===== config.mk =====
export PLATFORM = sky130hd
export DESIGN_NAME = sstf_disk_scheduler_top
export DESIGN_NICKNAME = d
export VERILOG_FILES = /design/src/hdl/sstf_pkg.sv /design/src/hdl/sstf_dist_unit.sv /design/src/hdl/sstf_disk_scheduler_top.sv
export SDC_FILE = /design/constraint.sdc
export NUM_CORES = 1
export LEC_CHECK = 0
export ABC_AREA = 1
export BUFFER_PORTS_ARGS = -buffer_cell sky130_fd_sc_hd__buf_4
export CAP_MARGIN = 20
export CORE_UTILIZATION = 40
export CTS_BUF_LIST = sky130_fd_sc_hd__clkbuf_4 sky130_fd_sc_hd__clkbuf_8
export CTS_CLUSTER_SIZE = 28
export DETAILED_ROUTE_END_ITERATION = 12
export PLACE_DENSITY = 0.56
export SLEW_MARGIN = 15
export SYNTH_ARGS = -nofsm -noshare
export SYNTH_HDL_FRONTEND = slang
export SYNTH_SLANG_ARGS = --single-unit
export TNS_END_PERCENT = 20

===== constraint.sdc =====
create_clock -name clk -period 9.8 [get_ports clk]
set_input_delay 0.98 -clock clk [delete_from_list [all_inputs] [get_ports clk]]
set_output_delay 0.98 -clock clk [all_outputs]
set_load 0.03 [all_outputs]

===== src/hdl/sstf_pkg.sv =====
`timescale 1ns / 1ps
// ----------------------------------------------------------------------------
// SSTF scheduler package
// Widths, limits and beat types shared by the scheduler modules.
// ----------------------------------------------------------------------------
package sstf_pkg;

	localparam int MAX_REQUESTS = 32;
	localparam int CYL_BITS     = 16;
	localparam int SUM_W        = 21;
	localparam int CNT_W        = $clog2(MAX_REQUESTS + 1);
	localparam int IDX_W        = $clog2(MAX_REQUESTS);

	localparam logic [SUM_W-1:0] SUM_MAX = {SUM_W{1'b1}};

	typedef logic [CYL_BITS-1:0] cyl_t;
	typedef logic [CNT_W-1:0]    cnt_t;
	typedef logic [IDX_W-1:0]    idx_t;
	typedef logic [SUM_W-1:0]    sum_t;

	typedef struct packed {
		logic [15:0] cylinder;
		logic        last_request;
	} req_t;

	typedef struct packed {
		logic [15:0]      served_cylinder;
		logic [15:0]      seek_distance;
		logic [SUM_W-1:0] total_traversed;
		logic             last_served;
	} res_t;

endpackage


===== src/hdl/sstf_dist_unit.sv =====
`timescale 1ns / 1ps
// ----------------------------------------------------------------------------
// SSTF distance unit
// Absolute head distance to one candidate and the keep-or-replace decision.
// ----------------------------------------------------------------------------
module sstf_dist_unit import sstf_pkg::*; (
	input  cyl_t head,
	input  cyl_t cand,
	input  cyl_t best,
	input  logic found,
	input  logic served,
	output cyl_t seek,
	output logic take
);

	assign seek = (head >= cand) ? (head - cand) : (cand - head);
	// Ties go to the later candidate
	assign take = !served && (!found || (seek <= best));

endmodule


===== src/hdl/sstf_disk_scheduler_top.sv =====
`timescale 1ns / 1ps
// ----------------------------------------------------------------------------
// SSTF disk scheduler
// Shortest-seek-time-first ordering of a batch of cylinder requests.
// ----------------------------------------------------------------------------
// Usage:
//   cfg   : one beat writes start_cylinder; cfg_ready is always high. Write it
//           only while the block is idle. It is sampled by the final request.
//   req   : one beat per request, taken one per cycle while loading. Requests
//           beyond MAX_REQUESTS are dropped; a beat with last_request set
//           still starts scheduling. req_ready falls until the batch is out.
//   res   : one beat per stored request, in service order, with last_served
//           set on the final beat of the batch.
// Timing: each result takes a scan of all N held requests through the single
//   distance/compare unit, reading them from the store, then a drain step for
//   the read register and an issue step. The scan for the first result starts
//   once the final request beat is taken.
// Stall: the result sits in an output register; while res_ready is low the
//   sequencer holds in its issue step and nothing is lost.
// Reset: count, served marks, head, total and start_cylinder clear; the
//   request store is not cleared, only entries of the current batch are read.
// ----------------------------------------------------------------------------
module sstf_disk_scheduler_top import sstf_pkg::*; (
	input  logic        clk,
	input  logic        arst_n,
	input  logic        cfg_valid,
	output logic        cfg_ready,
	input  logic [15:0] cfg_data,
	input  logic        req_valid,
	output logic        req_ready,
	input  req_t        req,
	output logic        res_valid,
	input  logic        res_ready,
	output res_t        res
);

	localparam logic [1:0] ST_IDLE  = 2'd0;
	localparam logic [1:0] ST_SCAN  = 2'd1;
	localparam logic [1:0] ST_DRAIN = 2'd2;
	localparam logic [1:0] ST_EMIT  = 2'd3;

	logic [1:0]              state_q;
	cyl_t                    start_q;
	cnt_t                    count_q;
	cnt_t                    k_q;
	idx_t                    scan_idx_q;
	logic [MAX_REQUESTS-1:0] marks_q;
	cyl_t                    head_q;
	sum_t                    sum_q;
	cyl_t                    best_q;
	cyl_t                    pick_cyl_q;
	idx_t                    pick_idx_q;
	logic                    found_q;
	logic                    res_valid_q;
	res_t                    res_q;

	// Read stage of the request store
	cyl_t                    store [MAX_REQUESTS];
	cyl_t                    rd_data_s1;
	idx_t                    rd_idx_s1;
	logic                    rd_vld_s1;

	logic                    req_fire;
	logic                    room;
	cnt_t                    count_nxt;
	logic                    scan_last;
	logic                    emit_go;
	logic                    batch_last;
	cyl_t                    cand_seek;
	logic                    take;
	logic [SUM_W:0]          sum_ext;
	sum_t                    sum_new;

	assign cfg_ready = 1'b1;
	assign req_ready = (state_q == ST_IDLE);
	assign req_fire  = req_valid && req_ready;
	assign room      = (count_q < CNT_W'(MAX_REQUESTS));
	assign count_nxt = room ? (count_q + cnt_t'(1)) : count_q;
	assign scan_last = ({1'b0, scan_idx_q} == CNT_W'(count_q - cnt_t'(1)));
	assign emit_go   = (state_q == ST_EMIT) && (!res_valid_q || res_ready);
	assign batch_last = ((k_q + cnt_t'(1)) == count_q);

	// Running total, saturated to the field width
	assign sum_ext = {1'b0, sum_q} + (SUM_W + 1)'(best_q);
	assign sum_new = (sum_ext > {1'b0, SUM_MAX}) ? SUM_MAX : sum_ext[SUM_W-1:0];

	assign res_valid = res_valid_q;
	assign res       = res_q;

	// Shared distance and compare unit, fed one stored request a cycle while scanning
	sstf_dist_unit u_dist (
		.head   (head_q),
		.cand   (rd_data_s1),
		.best   (best_q),
		.found  (found_q),
		.served (marks_q[rd_idx_s1]),
		.seek   (cand_seek),
		.take   (take)
	);

	// Request store: one write port while loading, one registered read port
	always_ff @(posedge clk) begin
		if (req_fire && room) begin
			store[count_q[IDX_W-1:0]] <= req.cylinder;
		end
		rd_data_s1 <= store[scan_idx_q];
		rd_idx_s1  <= scan_idx_q;
	end

	always_ff @(posedge clk or negedge arst_n) begin
		if (!arst_n) begin
			start_q <= '0;
		end else if (cfg_valid && cfg_ready) begin
			start_q <= cfg_data;
		end
	end

	// Payload of the candidate under test and of the result beat
	always_ff @(posedge clk) begin
		if (rd_vld_s1 && take) begin
			best_q     <= cand_seek;
			pick_cyl_q <= rd_data_s1;
			pick_idx_q <= rd_idx_s1;
		end
		if (emit_go) begin
			res_q.served_cylinder <= pick_cyl_q;
			res_q.seek_distance   <= best_q;
			res_q.total_traversed <= sum_new;
			res_q.last_served     <= batch_last;
		end
	end

	// Sequencer
	always_ff @(posedge clk or negedge arst_n) begin
		if (!arst_n) begin
			state_q     <= ST_IDLE;
			count_q     <= '0;
			k_q         <= '0;
			scan_idx_q  <= '0;
			marks_q     <= '0;
			head_q      <= '0;
			sum_q       <= '0;
			found_q     <= 1'b0;
			rd_vld_s1   <= 1'b0;
			res_valid_q <= 1'b0;
		end else begin
			rd_vld_s1 <= (state_q == ST_SCAN);

			// Issue a new beat, or drop the old one once taken
			if (emit_go) begin
				res_valid_q <= 1'b1;
			end else if (res_ready) begin
				res_valid_q <= 1'b0;
			end

			if (rd_vld_s1 && take) begin
				found_q <= 1'b1;
			end

			case (state_q)
				ST_IDLE: begin
					if (req_fire) begin
						count_q <= count_nxt;
						if (req.last_request) begin
							// Start the batch from the configured cylinder
							head_q     <= start_q;
							sum_q      <= '0;
							marks_q    <= '0;
							k_q        <= '0;
							found_q    <= 1'b0;
							scan_idx_q <= '0;
							state_q    <= ST_SCAN;
						end
					end
				end
				ST_SCAN: begin
					if (scan_last) begin
						state_q <= ST_DRAIN;
					end else begin
						scan_idx_q <= scan_idx_q + idx_t'(1);
					end
				end
				ST_DRAIN: begin
					// Let the final candidate settle into the best registers
					state_q <= ST_EMIT;
				end
				ST_EMIT: begin
					if (emit_go) begin
						head_q     <= pick_cyl_q;
						sum_q      <= sum_new;
						found_q    <= 1'b0;
						k_q        <= k_q + cnt_t'(1);
						scan_idx_q <= '0;
						if (batch_last) begin
							// Drop the batch and reopen for loading
							count_q <= '0;
							marks_q <= '0;
							state_q <= ST_IDLE;
						end else begin
							marks_q[pick_idx_q] <= 1'b1;
							state_q             <= ST_SCAN;
						end
					end
				end
				default: begin
					state_q <= ST_IDLE;
				end
			endcase
		end
	end

endmodule


* Word level (Yosys, flattened, before mapping)
Memory sizes are Yosys's and may differ from the RTL's. A register that Yosys moved wholly into a read port is not among the register bits.
Index checks and enable logic that the tools add are counted.
** Word-level totals
- Flip-flop bits (word level) :: 203
- Memories kept :: 1
- Memory bits (writable) :: 512
- Output and inout port bits :: 57
- Word-level logic and storage cells :: 114
- Input bits :: 38
** Cells by class
- Bitwise operators :: 1
- $lt $le $gt $ge :: 7
- Reductions and logical operators :: 19
- $add $sub $neg :: 7
- Muxes and demuxes :: 48
- Equality and inequality tests :: 12
** Memories
- store :: depth 32, bits a word 16, rd ports 1, clocked after memory_dff 1, wr ports 1, RTL line sstf_disk_scheduler_top.sv:58 : cyl_t store [MAX_REQUESTS];
** Operators by type and width (count)
- $mux W32 :: 4
- $mux W21 :: 4
- $mux W16 :: 4
- $pmux W32 S2 :: 1
- $mux W6 :: 7
- $pmux W21 S2 :: 1
- $or A32 B32 Y32 :: 1
- $pmux W16 S2 :: 1
- $sub A16 B16 Y16 :: 2
- $pmux W6 S2 :: 2
- $add A21 B16 Y22 :: 1
- $gt A22 B21 Y1 const B :: 1
- $mux W5 :: 4
- $ge A16 B16 Y1 :: 1
- $le A16 B16 Y1 :: 1
- $pmux W5 S3 :: 1
- $add A6 B1 Y6 const B :: 2
- $lt A5 B6 Y1 const B :: 2
- $mux W1 :: 11
- $reduce_and A5 Y1 :: 2
- $mux W2 :: 4
- $ne A2 B2 Y1 const B :: 4
- $pmux W2 S4 :: 1
- $reduce_and A4 Y1 :: 2
- 18 further kinds :: 30

* Longest topological paths before layout
Gate-level depths: netlist of the first run.
- Depth in word-level cells :: 10
- Mapped depth :: 29
- Depth with buffers taken out :: 28

* By module
Synthesis of the first run repeated with hierarchy kept, for this count alone.
** Second synthesis, totals
- Cell total of the unflattened synthesis :: 3011
- Area, all modules :: 32633.8 sq um
** Modules (own cells, without submodules)
- sstf_disk_scheduler_top :: times used 1, cells each 2513, seq. area each 21205.3 sq um, area each 29897.4 sq um
- sstf_dist_unit :: times used 1, cells each 498, seq. area each 0.0 sq um, area each 2736.4 sq um

* Worst setup path after synthesis of the first run
No wires, ideal clock.
- Kind :: register -> register
- Start point :: reg head_q[0]
- End point :: reg best_q[0], enable pin
- Buffers on the path :: 1
- Arrival :: 4346 ps
- Cell stages (with the launch flop) :: 24
- Setup time :: 433 ps
- Clock period less this slack :: 4779 ps
- Slack :: 5021 ps
- Required time :: 9367 ps
- Cells stage by stage :: dfrtp_1 > inv_1 > ha_1 > inv_1 > fa_1 > inv_1 > o21ai_1 > nand2_1 > o211ai_1 > nand2_1 > nand3_2 > inv_2 > buf_6 > nand2_1 > nand2_1 > inv_1 > ha_1 > nand2_1 > nor2_1 > nand4_1 > o21a_1 > nand2_1 > nand2_1 > nor2_1
** Between the ends
- Word-level cells in the longest chain between the ends :: 6
- Elaborated cells on any way between the ends :: 8
- Classes of those cells :: add/sub (2); order compare (2); mux (1); reduce/logical (3)
** Ends and longest elaborated chain
- start: declaration :: RTL line sstf_disk_scheduler_top.sv:48 : cyl_t head_q;
- start signal: assignment :: RTL line sstf_disk_scheduler_top.sv:166 : head_q <= start_q;
- start signal: assignment :: RTL line sstf_disk_scheduler_top.sv:189 : head_q <= pick_cyl_q;
- $sub A16 B16 Y16 / $ge A16 B16 Y1 (equally long branches) :: RTL line sstf_dist_unit.sv:16 : assign seek = (head >= cand) ? (head - cand) : (cand - head);
- $mux W16 (*) :: RTL line sstf_dist_unit.sv:16
- net cand_seek[14] :: RTL line sstf_disk_scheduler_top.sv:69 : cyl_t cand_seek;
- $le A16 B16 Y1 (*) :: RTL line sstf_dist_unit.sv:18 : assign take = !served && (!found || (seek <= best));
- $logic_or A1 B1 Y1 (*) :: RTL line sstf_dist_unit.sv:18
- $logic_and A1 B1 Y1 (*) :: RTL line sstf_dist_unit.sv:18
- $logic_and A1 B1 Y1 (*) :: RTL line sstf_disk_scheduler_top.sv:120 : if (rd_vld_s1 && take) begin
- end signal: assignment :: RTL line sstf_disk_scheduler_top.sv:121 : best_q <= cand_seek;
- end: declaration :: RTL line sstf_disk_scheduler_top.sv:50 : cyl_t best_q;
Mark *: on every way through the listed nets, which the timed path passes. The rest lies on a longest branch.
A chain may end at the register's enable or synchronous reset.

* Worst setup path after layout of the first run
- Start point :: reg head_q[0]
- End point :: reg pick_idx_q[2], enable pin
** Between the ends
- Word-level cells in the longest chain between the ends :: 6
- Elaborated cells on any way between the ends :: 8
- Classes of those cells :: add/sub (2); order compare (2); mux (1); reduce/logical (3)
** Ends and longest elaborated chain
- $sub A16 B16 Y16 / $ge A16 B16 Y1 (equally long branches) :: RTL line sstf_dist_unit.sv:16
- $mux W16 (*) :: RTL line sstf_dist_unit.sv:16
- net cand_seek[15] :: RTL line sstf_disk_scheduler_top.sv:69
- $le A16 B16 Y1 (*) :: RTL line sstf_dist_unit.sv:18
- $logic_or A1 B1 Y1 (*) :: RTL line sstf_dist_unit.sv:18
- $logic_and A1 B1 Y1 (*) :: RTL line sstf_dist_unit.sv:18
- $logic_and A1 B1 Y1 (*) :: RTL line sstf_disk_scheduler_top.sv:120
- end signal: assignment :: RTL line sstf_disk_scheduler_top.sv:123 : pick_idx_q <= rd_idx_s1;
- end: declaration :: RTL line sstf_disk_scheduler_top.sv:52 : idx_t pick_idx_q;
Marked as above.

==> out/results.ini, run 1 <==
[floorplan]
core_area_mm2 = 0.07913
dieArea_mm2 = 0.08118
ioPinCount = 95
row_count = 103
start_util_pct = 40.46
dieWidth_um = 284.9
die_h_um = 284.9

[synthesis]
ys_seq_elements = 731
syn_area_per_cell_um2 = 10.78
ys.flop_type = edfxtp_1
syn_nets = 3082
synth.distinct_cells = 48
ys_seq_area_share_pct = 66.23
synth_edf_count = 603
yosys.area.top_type = edfxtp_1
synth_top_area_share_pct = 56.55
synth-async-reset-ratio_pct = 14.64
syn_inst = 2969
netlist_area_mm2 = 0.03202
synth_area_leaders = edfxtp_1 57%, dfrtp_1 8.4%, nand2_1 5.8%
ys_warn_count = 0

[sta]
maxSlewHeadroom_pct = 33.85
finalHoldViolCount = 0
finalCriticalPeriod_ps = 4396
rsz0062_at_grt = false
setup_viol = 0
timing.setup.tns_ps = 0
fmax_mhz = 227.5
skew_ps = 59.46
finalCritPeriodShare_pct = 44.85
tightest_slew_ps = 988.6
drv_slew = 0

[finish]
syn2layout_area_growth_pct = 13.75
final_cells = 4240
num-fill-cells = 7327
multi_input_area_mm2 = 0.009400
fin_util_pct = 46.03
fin_area_mm2 = 0.03642
ff_latch_area_mm2 = 0.02121
drive_above_1_share_pct = 12.01
nets = 3205

[critical_path]
critPathArrivalTime_ps = 4750
worst-path-max-fanout = 38
critical_path_class = reg -> reg
required_ps = 10160
rrSetupSlack_ps = 5400
cp-end-kind = flip-flop
cp-start-kind = flip-flop

[route]
finalWirelength_mm = 90.51
drt_iter0_markers = 1849
vias = 22630
drcViolationCount = 0
routed_via_density = 5.338
dr.pass1.iters = 5
drtAntennaViolNets = 0
wire_per_inst_um = 21.35

[power_and_ir_drop]
power_uw = 11440
power.leakage_uw = 0.01402
vdd_ir_drop_max_v = 0.0002065
powerDensity_mw_per_mm2 = 314.2

[global_routing]
grt_usage_pct = 22.01
grt_max_degree = 159
overflow = 0
grt_pass1_vias = 22020
grt_first_pass_wirelength_mm = 135.8
antenna_found_initial = 2

[cts]
htreeDepth = 3
cts.sinks = 731
cts-root-buf = clkbuf_8
cts_tree = built
cts_setup_buffers = 0
cts_made_buffers = 120
clk_pin_slew_ps = 60
cts.repair.resized = 0
clock_tree.buffer_depth = 3
hold_buffers = 0
worstSkewPairLatency_ps = 780

[outcome]
status = finished, final reports clean

[place]
dpl.hpwl_mm = 56.23
dpl_cell_area_mm2 = 0.03384
dp_cells = 4020
place.gp.congestion = 0.8987
port_buffers = 93

[job]
cap_violations = 0

[worst_hold_path]
hold_class = in -> async

## logic make-up (layout without fill, tap and decap cells)
family | count (synthesis) | count (layout) | synth area share (%)
buffers and inverters | 355 | 575 | 4.490
AND/OR/NAND/NOR | 1114 | 1114 | 14.01
adder cells (fa/ha/maj) | 75 | 75 | 3.001
multiplexers | 1 | 1 | 0.03517
other | 1 | 2 | 0.01171
XOR/XNOR | 36 | 36 | 0.9848
flip-flops | 731 | 731 | 66.23
AO/OA/AOI/OAI | 656 | 656 | 11.24
## final timing paths
path                                         from                        end  cells past startpoint
setup / recovery            head_q[0]$_DFFE_PN0P_    pick_idx_q[2]$_DFFE_PP_                     23
setup reg to reg            head_q[0]$_DFFE_PN0P_    pick_idx_q[2]$_DFFE_PP_                     23
hold reg to reg            rd_data_s1[15]$_DFF_P_   pick_cyl_q[15]$_DFFE_PP_                      0
max in group asynchronous                  arst_n  scan_idx_q[0]$_DFFE_PN0P_                      2
hold / removal                             arst_n    marks_q[15]$_DFFE_PN0P_                      1
min in group clk                      cfg_data[4]     start_q[4]$_DFFE_PN0P_                      3
## layout make-up
type	instances	area share [%]
clock inverter	49	1.422
antenna	1	0.006871
tap	1050	3.607
timing repair buffer	147	3.085
multi-input combinational	1883	25.81
inverter	209	2.175
sequential	731	58.24
clock buffer	170	5.651
## sequential cells by signal (all words and copies together) (netlist names), 6 cells and up
name	count
best_q	16
count_q	6
head_q	16
k_q	6
marks_q	32
pick_cyl_q	16
rd_data_s1	16
res	54
start_q	16
store	512
sum_q	21
## worst max-delay path, cell delays in order (launching register included)
cell and delay, ps:
dfrtp_1 380, inv_1 80, ha_1 150, inv_1 60, fa_1 410, inv_1 100
o21ai_1 100, nand2_1 70, o211ai_1 140, nand2_1 110, nand3_2 300, inv_2 320
nand2_1 80, nand2_1 80, inv_1 60, ha_1 300, nand2_1 70, nor2_1 160
nand4_1 130, o21a_1 200, nand2_1 60, nand2_1 80, nor2_4 100, buf_4 490
## through the flow
stage / worst slack (ps) / hold slack (ps)
floorplan: 5021 / 368.4
global placement: 5499 / 424.3
detailed placement: 5381 / 445.7
CTS: 5339 / 288.5
global route: 5012 / 330.4
finish: 5404 / 296.6
## metal layers
metal	share of wire [%]	vias up	global-route usage [%]	routed length, um
li1	-	10570	-	-
met5	0.014	-	0	13
met2	48	747	36.77	43670
met3	5.5	166	3.408	4967
met1	43	11150	28.81	38660
met4	3.5	2	8.583	3200
## where the power goes
group          internal [uW]  switching (uW)  leakage, uW
clock                   1580            1260      0.00136
sequential              3880             298      0.00703
combinational           1320            3100      0.00562
total                   6780            4660       0.0140
## cell usage in the layout (no fill, tap or decap), types with 3 or more instances in the layout
master,netlist,layout
a21oi_1,134,133
a31oi_1,10,10
buf_4,7,145
bufinv_16,0,8
clkbuf_4,0,45
clkbuf_8,0,125
clkinv_1,0,21
clkinv_2,0,12
dfrtp_1,107,105
dfxtp_1,21,21
edfxtp_1,603,603
fa_1,3,3
ha_1,72,72
inv_1,194,194
inv_2,14,13
inv_6,0,3
nand2_1,492,492
nand3_1,119,119
nand3b_1,5,5
nand4_1,13,13
nor2_1,457,455
nor2_2,6,7
nor3_1,10,10
nor3_4,3,3
o211ai_1,46,46
o21a_1,12,12
o21ai_0,324,324
o21ai_1,24,23
o21bai_1,3,3
o221ai_1,5,5
o22ai_1,92,92
xnor2_1,11,11
xor2_1,25,25
## Yosys cell counts (2+ instances only)
cell type / n
dfrtp_1: 107
xor2_1: 25
a21oi_1: 134
nor2_1: 457
buf_6: 2
edfxtp_1: 603
o22ai_1: 92
o211ai_1: 46
dfxtp_1: 21
inv_2: 14
nand3b_1: 5
xnor2_1: 11
or2_2: 2
fa_1: 3
a21o_1: 2
nor3_4: 3
inv_1: 194
a31oi_1: 10
buf_1: 6
o21bai_1: 3
ha_1: 72
clkbuf_1: 82
o21ai_1: 24
o21a_1: 12
nand2_1: 492
nor2_2: 6
nand4_1: 13
o21ai_0: 324
o221ai_1: 5
nor3_1: 10
buf_2: 48
nand3_1: 119
buf_4: 7
(Power assumes the default switching activity.)
==> run 2: changes to the inputs <==
Settings changed: PLACE_DENSITY 0.56 to 0.58.
Clock period 9.8 ns to 3.69 ns, I/O delays scaled along.
==> out/results.ini, run 2 (same netlist as run 1, synthesis figures left out) <==
[route]
drcViolationCount = 0  ; unchanged
dr.pass1.iters = 5  ; unchanged
vias = 22810  ; was 22630
finalWirelength_mm = 88.36  ; was 90.51 mm
wire_per_inst_um = 20.59  ; was 21.35 um
routed_via_density = 5.315  ; was 5.338
drtAntennaViolNets = 0  ; unchanged
drt_iter0_markers = 1874  ; was 1849

[finish]
layout_common_cells = 603 x edfxtp_1, 472 x nand2_1, 450 x nor2_1  ; was 603 x edfxtp_1, 492 x nand2_1, 455 x nor2_1
final_common_cell = edfxtp_1  ; unchanged
syn2layout_area_growth_pct = 16.33  ; was 13.75%
nets = 3261  ; was 3205
largest_register_ffs = 512  ; unchanged
final_cells = 4291  ; was 4240
drive_above_1_share_pct = 15.00  ; was 12.01%
ff_latch_area_mm2 = 0.02121  ; unchanged
multi_input_area_mm2 = 0.009836  ; was 0.009400 mm^2
antenna_cells = 0  ; was 1
num-fill-cells = 7281  ; was 7327

[floorplan]
die_h_um = 284.9  ; unchanged
row_count = 103  ; unchanged
ioPinCount = 95  ; unchanged
core_area_mm2 = 0.07913  ; unchanged
start_util_pct = 40.46  ; unchanged
dieArea_mm2 = 0.08118  ; unchanged
dieWidth_um = 284.9  ; unchanged

[sta]
maxSlewHeadroom_pct = 43.26  ; was 33.85%
tightest_slew_ps = 851.1  ; was 988.6 ps
skew_ps = 43.73  ; was 59.46 ps
fmax_mhz = 273.5  ; was 227.5 MHz
drv_slew = 0  ; unchanged
finalCritPeriodShare_pct = 99.09  ; was 44.85%
finalHoldViolCount = 0  ; unchanged
rsz0062_at_grt = true  ; was false
fin_hold_ws_ps = 67.14  ; was 296.6 ps
finalCriticalPeriod_ps = 3656  ; was 4396 ps
setup_viol = 0  ; unchanged

[critical_path]
rrSetupSlack_ps = 30  ; was 5400 ps
r2r-start = head_q[0]$_DFFE_PN0P_  ; unchanged
required_ps = 4120  ; was 10160 ps
cp-end-kind = flip-flop  ; unchanged
cp-start-kind = flip-flop  ; unchanged
critical_path_class = reg -> reg  ; unchanged
worst-path-max-fanout = 7  ; was 38
critPathArrivalTime_ps = 4080  ; was 4750 ps
cp-startpoint = head_q[0]$_DFFE_PN0P_  ; unchanged

[worst_hold_path]
hold_class = in -> reg  ; was in -> async
worstHoldStart = req[11]

[global_routing]
grt_usage_pct = 21.30  ; was 22.01%
grt_use_met2_pct = 36.11  ; was 36.77%
grt_use_met3_pct = 3.480  ; was 3.408%
grt_pass1_vias = 22360  ; was 22020
grt_max_degree = 135  ; was 159
grt_first_pass_wirelength_mm = 133.2  ; was 135.8 mm
busiest_layer = met2  ; unchanged
overflow = 0  ; unchanged
met1_usage_pct = 27.52  ; was 28.81%
antenna_found_initial = 1  ; was 2

[job]
cap_violations = 0  ; unchanged

[cts]
worstSkewPairLatency_ps = 750  ; was 780 ps
cts-root-buf = clkbuf_8  ; unchanged
cts.sinks = 731  ; unchanged
htreeDepth = 3  ; unchanged
cts_made_buffers = 119  ; was 120
clk_pin_slew_ps = 60  ; about the same
cts_tree = built  ; unchanged
clock_tree.buffer_depth = 3  ; unchanged

[place]
place.gp.congestion = 0.9191  ; was 0.8987
dpl.hpwl_mm = 54.00  ; was 56.23 mm
dp_cells = 4044  ; was 4020
port_buffers = 93  ; unchanged

[power_and_ir_drop]
power.leakage_uw = 0.01425  ; was 0.01402 uW
powerDensity_mw_per_mm2 = 856.7  ; was 314.2 mW/mm^2
power_uw = 31910  ; was 11440 uW
vdd_ir_drop_max_v = 0.0005776  ; was 0.0002065 V

[outcome]
status = finished, final reports clean  ; unchanged

[run 2: final timing paths]
check                      cells past startpoint                       to
max                                           24  pick_cyl_q[8]$_DFFE_PP_
min reg2reg                                    0        res[40]$_DFFE_PP_
min                                            1   store[0][10]$_DFFE_PP_
min in group asynchronous                      2  marks_q[20]$_DFFE_PN0P_
max reg2reg                                   24  pick_cyl_q[8]$_DFFE_PP_
max in group asynchronous                      3   start_q[3]$_DFFE_PN0P_
[run 2: power by group]
part,internal [uW],total [uW],switching (uW)
Clock,3670,6970,3290
Sequential,10300,11000,751
Combinational,4920,13900,8980
[run 2: stage by stage]
step | TNS [ps] | worst slack (ps) | utilization [%] | cell area, um^2
4_1_cts | 0 | 17.86 | 46.34 | 36670
2_1_floorplan | 0 | 4.060 | - | 32040
5_1_grt | -4638 | -144.8 | 47.07 | 37250
3_3_place_gp | 0 | 17.79 | 43.13 | 34130
3_5_place_dp | -264.8 | -11.75 | 43.13 | 34130
6_report | 0 | 33.69 | 47.07 | 37250
[run 2: worst max-delay path, cell delays in order (launching register included)]
cell	delay [ps]
dfrtp_1	380
inv_1	80
ha_2	170
inv_2	50
fa_2	370
inv_2	70
o21ai_2	60
nand2_1	80
o211ai_1	100
nand2_1	120
nand3_4	140
inv_8	110
buf_6	120
nand2_2	50
nand2_2	70
inv_2	50
ha_4	260
nand2_4	50
nor2_4	100
nand4_1	130
o21a_1	200
nand2_2	70
nand2_2	60
nor2_4	230
clkbuf_16	210
[run 2: layer usage]
layer  vias to the layer above  part of all wire [%]
met3                       165                   5.9
met4                         0                   3.0
met2                       750                    49
li1                      10690                     -
met5                         -                     0
met1                     11200                    42
[run 2: what timing repair did]
item	4_1_cts	5_1_grt
hold buffers	19	0
endpoints found under the setup margin	37	38
gates resized for setup	1	102
pin swaps	0	39
setup buffers	0	12
hold endpoints to repair	76	0
gates cloned	0	2
[run 2: final cells by class]
| cell class | instances | share of cell area [%] |
|---|---|---|
| multi-input cells | 1883 | 26.41 |
| inverters | 209 | 2.146 |
| clock buffers | 161 | 5.361 |
| repair buffers | 204 | 4.669 |
| clock inverters | 53 | 0.9405 |
| flip-flops and latches | 731 | 56.95 |
| well taps | 1050 | 3.527 |
